`config.mk`:
```
export PLATFORM = sky130hd
export DESIGN_NAME = csv_record_field_tokenizer_core
export DESIGN_NICKNAME = d
export VERILOG_FILES = /design/src/sv/csvt_pkg.sv /design/src/sv/csvt_cfg.sv /design/src/sv/csvt_in_stage.sv /design/src/sv/csvt_parse.sv /design/src/sv/csvt_out_stage.sv /design/src/sv/csv_record_field_tokenizer_core.sv
export SDC_FILE = /design/constraint.sdc
export NUM_CORES = 1
export LEC_CHECK = 0
export ABC_AREA = 1
export BUFFER_PORTS_ARGS = -buffer_cell sky130_fd_sc_hd__buf_2
export CAP_MARGIN = 10
export CORE_ASPECT_RATIO = 1.2
export CORE_MARGIN = 4
export CORE_UTILIZATION = 55
export DETAILED_ROUTE_END_ITERATION = 6
export PLACE_DENSITY_LB_ADDON = 0.05
export SLEW_MARGIN = 30
export SYNTH_ARGS = -nofsm -noshare
export SYNTH_HDL_FRONTEND = slang
export SYNTH_SLANG_ARGS = --single-unit
```
`constraint.sdc`:
```
create_clock -name clk -period 5.2 [get_ports clk]
set_clock_uncertainty 0.15 [all_clocks]
set_input_delay 1.04 -clock clk [delete_from_list [all_inputs] [get_ports clk]]
set_output_delay 1.04 -clock clk [all_outputs]
set_load 0.02 [all_outputs]
```
`src/sv/csvt_pkg.sv`:
```
// ----------------------------------------------------------------------------
// csvt_pkg
// Types, byte codes and register indexes of the CSV record/field tokenizer.
// ----------------------------------------------------------------------------
`default_nettype none

package csvt_pkg;

  localparam int MAX_FIELDS  = 256;
  localparam int RECORD_BITS = 32;
  localparam int FIELD_W     = $clog2(MAX_FIELDS);
  localparam int CFG_IDX_W   = 3;
  localparam int CFG_DATA_W  = 32;

  localparam logic [FIELD_W-1:0] FIELD_LAST = FIELD_W'(MAX_FIELDS - 1);

  // Special byte codes
  localparam logic [7:0] QUOTE_BYTE = 8'h22;
  localparam logic [7:0] LF_BYTE    = 8'h0A;
  localparam logic [7:0] CR_BYTE    = 8'h0D;
  localparam logic [7:0] SEP_RESET  = 8'h2C;

  // Register indexes
  localparam logic [CFG_IDX_W-1:0] REG_SEPARATOR     = CFG_IDX_W'(0);
  localparam logic [CFG_IDX_W-1:0] REG_SELECT_MODE   = CFG_IDX_W'(1);
  localparam logic [CFG_IDX_W-1:0] REG_TARGET_COLUMN = CFG_IDX_W'(2);
  localparam logic [CFG_IDX_W-1:0] REG_TARGET_ROW    = CFG_IDX_W'(3);
  localparam logic [CFG_IDX_W-1:0] REG_STRIP_QUOTES  = CFG_IDX_W'(4);

  // Select modes (code 3 behaves as SEL_CELL)
  localparam logic [1:0] SEL_ALL    = 2'd0;
  localparam logic [1:0] SEL_COLUMN = 2'd1;
  localparam logic [1:0] SEL_CELL   = 2'd2;

  typedef struct packed {
    logic [7:0]             separator;
    logic [1:0]             select_mode;
    logic [7:0]             target_column;
    logic [RECORD_BITS-1:0] target_row;
    logic                   strip_quotes;
  } cfg_t;

  typedef struct packed {
    logic [7:0]             out_byte;
    logic                   is_data;
    logic [FIELD_W-1:0]     field_number;
    logic [RECORD_BITS-1:0] record_number;
    logic                   end_of_field;
    logic                   end_of_record;
    logic                   field_overflow;
  } result_t;

  // Handshake between the input register and the downstream stages
  typedef struct packed {
    logic       vld;
    logic [7:0] data;
  } beat_t;

endpackage

`default_nettype wire

```
`src/sv/csvt_cfg.sv`:
```
// ----------------------------------------------------------------------------
// csvt_cfg
// Configuration register file, written through a plain write port.
// ----------------------------------------------------------------------------
`default_nettype none

module csvt_cfg (
  input  wire                                  clk,
  input  wire                                  rst_n,
  input  wire                                  cfg_we,
  input  wire  [csvt_pkg::CFG_IDX_W-1:0]       cfg_index,
  input  wire  [csvt_pkg::CFG_DATA_W-1:0]      cfg_data,
  output csvt_pkg::cfg_t                       cfg
);

  csvt_pkg::cfg_t cfg_r;

  // Register writes; indexes beyond the list are ignored
  always_ff @(posedge clk) begin
    if (!rst_n) begin
      cfg_r.separator     <= csvt_pkg::SEP_RESET;
      cfg_r.select_mode   <= csvt_pkg::SEL_ALL;
      cfg_r.target_column <= '0;
      cfg_r.target_row    <= '0;
      cfg_r.strip_quotes  <= 1'b0;
    end else if (cfg_we) begin
      case (cfg_index)
        csvt_pkg::REG_SEPARATOR:     cfg_r.separator     <= cfg_data[7:0];
        csvt_pkg::REG_SELECT_MODE:   cfg_r.select_mode   <= cfg_data[1:0];
        csvt_pkg::REG_TARGET_COLUMN: cfg_r.target_column <= cfg_data[7:0];
        csvt_pkg::REG_TARGET_ROW:
          cfg_r.target_row <= cfg_data[csvt_pkg::RECORD_BITS-1:0];
        csvt_pkg::REG_STRIP_QUOTES:  cfg_r.strip_quotes  <= cfg_data[0];
        default: ;
      endcase
    end
  end

  assign cfg = cfg_r;

endmodule

`default_nettype wire

```
`src/sv/csvt_in_stage.sv`:
```
// ----------------------------------------------------------------------------
// csvt_in_stage
// Input register: holds one byte beat until the parse stage consumes it.
// ----------------------------------------------------------------------------
`default_nettype none

module csvt_in_stage (
  input  wire              clk,
  input  wire              rst_n,
  input  wire              in_valid,
  output logic             in_stall,
  input  wire  [7:0]       in_data_byte,
  input  wire              advance,
  output csvt_pkg::beat_t  beat
);

  logic       vld_r, vld_nxt;
  logic [7:0] data_r;
  logic       take;

  // Stall only while a held beat cannot move on
  assign in_stall = vld_r & ~advance;
  assign take     = in_valid & ~in_stall;

  always_comb begin
    vld_nxt = vld_r;
    if (take) begin
      vld_nxt = 1'b1;
    end else if (advance) begin
      vld_nxt = 1'b0;
    end
  end

  always_ff @(posedge clk) begin
    if (!rst_n) begin
      vld_r <= 1'b0;
    end else begin
      vld_r <= vld_nxt;
    end
  end

  // Payload, no reset
  always_ff @(posedge clk) begin
    if (take) begin
      data_r <= in_data_byte;
    end
  end

  assign beat.vld  = vld_r;
  assign beat.data = data_r;

endmodule

`default_nettype wire

```
`src/sv/csvt_parse.sv`:
```
// ----------------------------------------------------------------------------
// csvt_parse
// Tokenizer state (quotes, CR-LF swallow, field/record counters) and the
// combinational classification of one byte into at most one result.
// ----------------------------------------------------------------------------
`default_nettype none

module csvt_parse (
  input  wire                     clk,
  input  wire                     rst_n,
  input  wire                     advance,
  input  wire  [7:0]              data,
  input  csvt_pkg::cfg_t          cfg,
  output logic                    res_vld,
  output csvt_pkg::result_t       res
);

  logic                                inq_r, inq_nxt;
  logic                                swl_r, swl_nxt;
  logic [csvt_pkg::FIELD_W-1:0]        fld_r, fld_nxt;
  logic [csvt_pkg::RECORD_BITS-1:0]    rec_r, rec_nxt;
  logic                                ovf_r, ovf_nxt;

  logic is_quote, is_lf, is_cr, is_sep;
  logic col_hit, row_hit, pass;
  logic sat;

  // Byte classes, quote first, then LF, CR, separator
  assign is_quote = (data == csvt_pkg::QUOTE_BYTE);
  assign is_lf    = (data == csvt_pkg::LF_BYTE);
  assign is_cr    = (data == csvt_pkg::CR_BYTE);
  assign is_sep   = (data == cfg.separator) & ~is_quote & ~is_lf & ~is_cr;

  // Select filter
  assign col_hit = (fld_r == cfg.target_column);
  assign row_hit = (cfg.select_mode == csvt_pkg::SEL_ALL) ||
                   (cfg.select_mode == csvt_pkg::SEL_COLUMN) ||
                   (rec_r == cfg.target_row);
  assign pass    = (cfg.select_mode == csvt_pkg::SEL_ALL) | (col_hit & row_hit);
  assign sat     = (fld_r == csvt_pkg::FIELD_LAST);

  // Next state and result
  always_comb begin
    inq_nxt = inq_r;
    swl_nxt = 1'b0;
    fld_nxt = fld_r;
    rec_nxt = rec_r;
    ovf_nxt = ovf_r;

    res_vld            = 1'b0;
    res.out_byte       = 8'd0;
    res.is_data        = 1'b0;
    res.field_number   = fld_r;
    res.record_number  = rec_r;
    res.end_of_field   = 1'b0;
    res.end_of_record  = 1'b0;
    res.field_overflow = ovf_r;

    if (swl_r && is_lf) begin
      // LF of a CR-LF pair: dropped
    end else if (is_quote) begin
      inq_nxt = ~inq_r;
      if (!cfg.strip_quotes && pass) begin
        res_vld      = 1'b1;
        res.out_byte = data;
        res.is_data  = 1'b1;
      end
    end else if (is_lf || is_cr) begin
      if (!inq_r) begin
        res_vld           = row_hit;
        res.end_of_field  = 1'b1;
        res.end_of_record = 1'b1;
        fld_nxt           = '0;
        ovf_nxt           = 1'b0;
        rec_nxt           = rec_r + 1'b1;
        swl_nxt           = is_cr;
      end
    end else if (is_sep && !inq_r) begin
      res_vld          = pass;
      res.end_of_field = 1'b1;
      if (sat) begin
        ovf_nxt            = 1'b1;
        res.field_overflow = 1'b1;
      end else begin
        fld_nxt = fld_r + 1'b1;
      end
    end else begin
      res_vld      = pass;
      res.out_byte = data;
      res.is_data  = 1'b1;
    end
  end

  always_ff @(posedge clk) begin
    if (!rst_n) begin
      inq_r <= 1'b0;
      swl_r <= 1'b0;
      fld_r <= '0;
      rec_r <= '0;
      ovf_r <= 1'b0;
    end else if (advance) begin
      inq_r <= inq_nxt;
      swl_r <= swl_nxt;
      fld_r <= fld_nxt;
      rec_r <= rec_nxt;
      ovf_r <= ovf_nxt;
    end
  end

endmodule

`default_nettype wire

```
`src/sv/csvt_out_stage.sv`:
```
// ----------------------------------------------------------------------------
// csvt_out_stage
// Result register: holds one result beat until the consumer takes it.
// ----------------------------------------------------------------------------
`default_nettype none

module csvt_out_stage (
  input  wire                 clk,
  input  wire                 rst_n,
  input  wire                 load,
  input  csvt_pkg::result_t   res,
  output logic                can_take,
  output logic                out_valid,
  input  wire                 out_stall,
  output csvt_pkg::result_t   out_res
);

  logic              vld_r, vld_nxt;
  csvt_pkg::result_t res_r;

  // Free when empty or emptied at this edge
  assign can_take = ~vld_r | ~out_stall;

  always_comb begin
    vld_nxt = vld_r;
    if (load) begin
      vld_nxt = 1'b1;
    end else if (!out_stall) begin
      vld_nxt = 1'b0;
    end
  end

  always_ff @(posedge clk) begin
    if (!rst_n) begin
      vld_r <= 1'b0;
    end else begin
      vld_r <= vld_nxt;
    end
  end

  always_ff @(posedge clk) begin
    if (load) begin
      res_r <= res;
    end
  end

  assign out_valid = vld_r;
  assign out_res   = res_r;

endmodule

`default_nettype wire

```
`src/sv/csv_record_field_tokenizer_core.sv`:
```
// ----------------------------------------------------------------------------
// csv_record_field_tokenizer_core
// Quote-aware CSV tokenizer: splits a byte stream into fields and records.
// ----------------------------------------------------------------------------
// One byte beat is accepted per cycle while in_stall is low, and yields zero
// or one result beat. A byte passes through an input register, is classified
// combinationally against the tokenizer state, and lands in the result
// register, from which out_valid is driven. Throughput is one byte per cycle
// while the result register is not held by out_stall; in_stall rises only
// when the result register is held by out_stall and the input register is
// full. Bytes that give no result (CR-LF second half, stripped quotes, line
// breaks inside quotes, filtered bytes) still pass through the input
// register. Configuration must be written through cfg_we/cfg_index/cfg_data
// only while the block is idle; the block itself does not enforce this.
// ----------------------------------------------------------------------------
`default_nettype none

module csv_record_field_tokenizer_core (
  input  wire                                  clk,
  input  wire                                  rst_n,
  // Configuration
  input  wire                                  cfg_we,
  input  wire  [csvt_pkg::CFG_IDX_W-1:0]       cfg_index,
  input  wire  [csvt_pkg::CFG_DATA_W-1:0]      cfg_data,
  // Byte input
  input  wire                                  in_valid,
  output logic                                 in_stall,
  input  wire  [7:0]                           in_data_byte,
  // Result output
  output logic                                 out_valid,
  input  wire                                  out_stall,
  output logic [7:0]                           out_byte,
  output logic                                 out_is_data,
  output logic [csvt_pkg::FIELD_W-1:0]         out_field_number,
  output logic [csvt_pkg::RECORD_BITS-1:0]     out_record_number,
  output logic                                 out_end_of_field,
  output logic                                 out_end_of_record,
  output logic                                 out_field_overflow
);

  csvt_pkg::cfg_t    cfg;
  csvt_pkg::beat_t   beat;
  csvt_pkg::result_t res;
  csvt_pkg::result_t out_res;
  logic              res_vld;
  logic              can_take;
  logic              advance;

  // A held byte moves on whenever the result register is free
  assign advance = beat.vld & can_take;

  csvt_cfg u_cfg (
    .clk       (clk),
    .rst_n     (rst_n),
    .cfg_we    (cfg_we),
    .cfg_index (cfg_index),
    .cfg_data  (cfg_data),
    .cfg       (cfg)
  );

  csvt_in_stage u_in (
    .clk          (clk),
    .rst_n        (rst_n),
    .in_valid     (in_valid),
    .in_stall     (in_stall),
    .in_data_byte (in_data_byte),
    .advance      (advance),
    .beat         (beat)
  );

  csvt_parse u_parse (
    .clk     (clk),
    .rst_n   (rst_n),
    .advance (advance),
    .data    (beat.data),
    .cfg     (cfg),
    .res_vld (res_vld),
    .res     (res)
  );

  csvt_out_stage u_out (
    .clk       (clk),
    .rst_n     (rst_n),
    .load      (advance & res_vld),
    .res       (res),
    .can_take  (can_take),
    .out_valid (out_valid),
    .out_stall (out_stall),
    .out_res   (out_res)
  );

  assign out_byte           = out_res.out_byte;
  assign out_is_data        = out_res.is_data;
  assign out_field_number   = out_res.field_number;
  assign out_record_number  = out_res.record_number;
  assign out_end_of_field   = out_res.end_of_field;
  assign out_end_of_record  = out_res.end_of_record;
  assign out_field_overflow = out_res.field_overflow;

endmodule

`default_nettype wire

```
# After elaboration in Yosys (flattened, before gate mapping)
# Index checks and enable logic that the tools add are counted.
[word_totals]
register_bits = 156
output_inout_bits = 54
wordCells = 111
[classes]
n_addsub = 2
eq_ne = 15
mux = 31
bitwise = 20
reduce_logical = 23
[ops]
columns = ["op", "n"]
rows = [
  ["2-to-1 mux 9 bit", 4],
  ["adder 32 x 1 -> 32 bit, second input constant", 1],
  ["equality test 32 bit", 1],
  ["2-to-1 mux 8 bit", 4],
  ["2-to-1 mux 1 bit", 22],
  ["equality test 8 x 4 -> 1 bit, second input constant", 2],
  ["equality test 8 bit", 2],
  ["inverter 1 bit", 10],
  ["AND reduction 2 bit", 5],
  ["adder 8 x 1 -> 8 bit, second input constant", 1],
  ["bitwise AND 1 bit", 8],
  ["equality test 8 x 6 -> 1 bit, second input constant", 1],
  ["equality test 8 bit, second input constant", 1],
  ["equality test 3 x 2 -> 1 bit, second input constant", 2],
  ["AND reduction 6 bit", 1],
  ["AND reduction 5 bit", 1],
  ["inequality test 2 bit, second input constant", 2],
  ["AND reduction 4 bit", 1],
  ["nonzero test 2 bit", 2],
  ["equality test 3 x 1 -> 1 bit, second input constant", 1],
  ["equality test 3 bit, second input constant", 1],
  ["logical AND 1 bit", 3],
  ["logical NOT 3 bit", 1],
  ["logical OR 1 bit", 3],
  ["9 further kinds", 11],
]

# Logic depth before layout (Yosys ltp)
[depth]
depth_word = 11
mapped_depth = 14
ltp_nobuf = 14

# Modules after synthesis
# Synthesis repeated with hierarchy kept, for this count alone.
[unflattened]
cells_unflattened = 959
hier_area_um2 = 7547.2
[modules_own_cells]
columns = ["module", "instances", "cells_each", "area_each_um2", "seq_area_each_um2"]
rows = [
  ["csvt_parse", 1, 559, 3467.1, 860.8],
  ["csvt_cfg", 1, 322, 2160.8, 1021.0],
  ["csvt_out_stage", 1, 57, 1604.0, 1581.5],
  ["csvt_in_stage", 1, 17, 297.8, 260.2],
  ["csv_record_field_tokenizer_core", 1, 4, 17.5, 0.0],
]

# Least setup slack after synthesis
# OpenSTA, ideal clock, no wires.
[synth_timing]
path_kind = "input to register"
start = "input out_stall"
end = "register u_out.res_r, in the netlist u_out.out_res[0], enable pin"
setup_time_ns = 0.406
t_arrival_ns = 2.612
slack_ns = 2.031
stages = 9
cell_sequence = "nand2_1 -> nand2_1 -> inv_1 -> nand2_1 -> inv_1 -> nand2_1 -> inv_1 -> nand3_1 -> inv_1"
[synth_between]
elab_chain_cells = 4
[synth_lines]
columns = ["item", "line_no", "rtl"]
rows = [
  ["start: declaration", "csv_record_field_tokenizer_core.sv:31", "input wire out_stall,"],
  ["inverter 1 bit", "csvt_out_stage.sv:22", "assign can_take = ~vld_r | ~out_stall;"],
  ["OR 1 bit", "csvt_out_stage.sv:22", ""],
  ["bitwise AND 1 bit", "csv_record_field_tokenizer_core.sv:50", "assign advance = beat.vld & can_take;"],
  ["bitwise AND 1 bit", "csv_record_field_tokenizer_core.sv:84", ".load (advance & res_vld),"],
  ["net u_out.load", "csvt_out_stage.sv:10", "input wire load,"],
  ["end signal: assignment", "csvt_out_stage.sv:43", "res_r <= res;"],
  ["end: declaration", "csvt_out_stage.sv:19", "csvt_pkg::result_t res_r;"],
]
# The timed path passes the listed nets, and every way through them passes these cells.
# A chain may end at the register's enable or synchronous reset.

# Final worst setup path
[layout_timing]
start = "input out_stall"
end = "output in_stall"
[layout_between]
elab_chain_cells = 5
[layout_lines]
columns = ["item", "line_no", "rtl"]
rows = [
  ["inverter 1 bit", "csvt_out_stage.sv:22", ""],
  ["OR 1 bit", "csvt_out_stage.sv:22", ""],
  ["bitwise AND 1 bit", "csv_record_field_tokenizer_core.sv:50", ""],
  ["inverter 1 bit", "csvt_in_stage.sv:22", "assign in_stall = vld_r & ~advance;"],
  ["bitwise AND 1 bit", "csvt_in_stage.sv:22", ""],
  ["end: declaration", "csv_record_field_tokenizer_core.sv:27", "output logic in_stall,"],
]
# Every way passes these cells.

==> summary.md <==
| Metric | Value |
|---|---|
| Result of the run | completed |
| Top-level I/O count | 102 |
| Net Count, Synth | 954 |
| Vias in the first global route | 5,888 |
| Starting density of the core | 56.30% |
| Global placement routability congestion | 0.8337 |
| Number of filler cells placed in the layout | 1,151 |
| Post-route cell area | 8421 µm² |
| Reg-to-reg slack, setup | 2.62 ns |
| Max-slew headroom | 53.40% |
| Cell count of the worst hold path | 2 |
| Dominant register cell in the synthesized netlist | sky130_fd_sc_hd__dfxtp_1 |
| Clock sink count | 156 |
| Count of different cell masters after synthesis | 36 |
| Worst Hold Launch | u_cfg.cfg[0] |
| Power density over the cells | 332.9 nW/µm² |
| Data arrival time at the worst-slack endpoint | 1.48 ns |
| Most area-consuming cells after synthesis | sky130_fd_sc_hd__dfxtp_1, sky130_fd_sc_hd__edfxtp_1, sky130_fd_sc_hd__nand2_1, sky130_fd_sc_hd__inv_1, sky130_fd_sc_hd__a21oi_1 |
| Post-detailed-route count of antenna-violating nets | 0 |
| Pins over their slew limit | 0 |
| Total negative setup slack | 0 ns |
| Number of antenna violations at the first check in global routing | 0 |
| Number of setup buffers added after CTS | 0 |
| Share of final-layout standard cells stronger than drive strength 1 | 16.50% |
| Slowest cell on the critical path | sky130_fd_sc_hd__buf_2 |
| Final standard cell utilization of the core | 66.18% |
| RSZ-0062 raised after global routing | no |
| Post-route setup slack | 2.526 ns |
| DRC | 0 |
| Post-route clock period utilization | 51.42% |
| Most numerous cell in the Yosys netlist | sky130_fd_sc_hd__nand2_1 |
| Total power draw | 2.803 mW |
| Worst endpoint required time | 4.01 ns |
| Yosys Warn Count | 0 |
| Resized cells post-CTS | 0 |
| Final Hold Viols | 0 |
| Crit-path leading delay family | buffers and inverters |
| LEAKAGE | 3.288 nW |
| Vias per inst | 5.146 |
| Path category of the worst min-delay check | flop to flop |
| Post-synthesis cell area | 7164 µm² |
| Depth of the worst register-to-register path | 11 |
| Wire length per cell | 14.26 µm |
| Launching point of the worst reg2reg path | u_in.data_r[2] |
| Post-placement cell area | 7805 µm² |
| Clock latency reported for the late side of the worst-skew pair | 0.43 ns |
| Core area | 12,720 µm² |
| Clock period minus worst slack | 2.674 ns |
| Most frequent cell on the critical path | sky130_fd_sc_hd__buf_2 |
| Minimum setup slack after placement | 2.142 ns |
| Crit Reg-Reg Endpoint | u_out.out_res[19] |
| Final HPWL from detailed placement | 11,940 µm |
| Proportion of register bits with asynchronous set or reset after synthesis | 0% |
| Cell Rows | 45 |
| Area added between synthesis and finish | 17.53% |
| Buffers added on ports | 101 |
| Ordered list of cells on the worst path | buf_2, nand2_1, nor2_1, buf_2 |
| Number of enable-type register cells in the synthesized netlist | 60 |
| Mapped Avg Cell Area | 7.925 µm² |
| Global-route total usage across every layer | 23.47% |
| Biggest area consumer among synthesized cells | sky130_fd_sc_hd__dfxtp_1 |
| Critical path's largest stage delay | 0.18 ns |
| Clock root buffer | sky130_fd_sc_hd__clkbuf_16 |
| CTS tree | done |
| Clock transition at the registers of the reported paths | 0.06 ns |
| Vias | 6,082 |
| Final count of negative-setup-slack endpoints | 0 |
| DRC marker count from the first detailed-route iteration | 206 |
| Total clock buffers created by CTS | 17 |
| Tightest Pin Transition | 0.6979 ns |
| Die area | 14,920 µm² |
| Endpoint type of the worst setup path | output pin |
| Vertical die dimension | 133.0 µm |
| Most frequent cells after synthesis | sky130_fd_sc_hd__nand2_1, sky130_fd_sc_hd__inv_1, sky130_fd_sc_hd__dfxtp_1 |
| Terminating pin of the worst hold path | u_cfg.cfg[0] |
| Area share of the largest cell type after synthesis | 26.83% |
| VDD IR-drop max | 0.2060 mV |
| Final Net Count | 1,055 |
| Maximum clock rate | 0.3740 GHz |
| Synthesized instance count | 904 |
| Critical path type | input port to output pin |
| Hold buffers post-CTS | 0 |
| Maximum number of pins on one net before global-route repair | 65 |
| Antenna fix cells | 0 |
| Die Span X | 112.2 µm |
| Count of state elements after synthesis | 156 |
| Largest driver fanout on the critical path | 3 |
| Critical Path Source | out_stall |
| Drt total wl | 16,860 µm |
| Total congestion overflow after global routing | 0 |
| Number of buffers and inverters on the critical path | 2 |
| Global-route wire length before repair | 27,970 µm |
| # H-tree levels | 4 |
| Clock tree buffer depth | 2 |
| CP Launch Type | input port |
| Sequential element share of the synthesized area | 51.97% |
| Count of max-cap constraint violations | 0 |
| Number of optimization iterations in the first detailed-route pass | 5 |
## where the power goes
| part | total [mW] | internal [mW] | leakage, nW | switching, mW |
|---|---|---|---|---|
| Sequential | 1.33 | 1.31 | 1.33 | 0.0156 |
| Clock | 1.29 | 0.811 | 0.292 | 0.484 |
| Combinational | 0.182 | 0.0592 | 1.67 | 0.123 |
## routing by layer
metal / GRT usage, % / vias up / routed length [µm]
met5: 0 / - / 0
li1: - / 3128 / -
met1: 27.70 / 2789 / 7037
met4: 7.415 / 0 / 357
met2: 41.85 / 135 / 8679
met3: 5.764 / 30 / 781
## worst reg2reg max path: stages (launching register included)
cell	delay (ns)
sky130_fd_sc_hd__edfxtp_1	0.41
sky130_fd_sc_hd__inv_1	0.13
sky130_fd_sc_hd__nand2_1	0.06
sky130_fd_sc_hd__nor2_1	0.19
sky130_fd_sc_hd__nand2_2	0.10
sky130_fd_sc_hd__nand2_4	0.19
sky130_fd_sc_hd__inv_4	0.09
sky130_fd_sc_hd__nand3_1	0.09
sky130_fd_sc_hd__nand2_1	0.05
sky130_fd_sc_hd__inv_1	0.05
sky130_fd_sc_hd__nand3_1	0.13
sky130_fd_sc_hd__inv_4	0.54
## layout by cell type (no fill, tap or decap), drive strengths merged, types with 2 or more instances in the layout
master	count
a21oi	79
buf	104
bufinv	4
clkbuf	20
clkinv	5
clkinvlp	3
dfxtp	96
edfxtp	60
ha	2
inv	123
nand2	242
nand3	24
nand4	29
nor2	94
nor3	32
o211ai	3
o21ai	58
or2	2
xnor2	10
xor2	23
## worst max-delay path by stage
stage / to / cells past startpoint / slack (ns)
floorplan: u_out.out_res[0] / 9 / 2.03
global placement: u_out.out_res[19] / 10 / 2.02
detailed placement: u_parse.rec_r[28] / 10 / 2.14
CTS: in_stall / 4 / 2.52
global route: u_parse.rec_r[22] / 10 / 2.38
finish: in_stall / 4 / 2.53
## cells by family (layout without fill, tap and decap cells)
kind of cell,after synthesis,count (layout),share of synthesized area [%]
AO/OA/AOI/OAI,141,141,9.989
buffers and inverters,145,259,7.876
XOR/XNOR,33,33,4.034
flip-flops,156,156,51.97
adder cells (fa/ha/maj),2,2,0.3492
AND/OR/NAND/NOR,427,427,25.78
## area by class of cell
cell class,instances,area [µm²],share of cell area (%)
clock buffers,20,446.7,5.305
clock inverters,12,168.9,2.006
inverters,123,466.7,5.542
multi-input cells,603,2882,34.22
flip-flops and latches,156,3724,44.22
well taps,164,205.2,2.437
repair buffers,104,528.0,6.270
## stage by stage
stage | hold slack, ns | instances
after floorplan | 0.2574 | 904
after global placement | 0.2865 | 1150
after detailed placement | 0.2915 | 1150
after CTS | 0.3021 | 1182
after global routing | 0.3355 | 1182
final | 0.3078 | 1182
## sequential cells by signal, indices dropped and copies added (netlist names), 8 cells and up
register       cells
u_parse.rec_r     32
u_cfg.cfg         51
u_out.out_res     52
u_parse.fld_r      8
u_in.data_r        8
(Power assumes the default switching activity.)
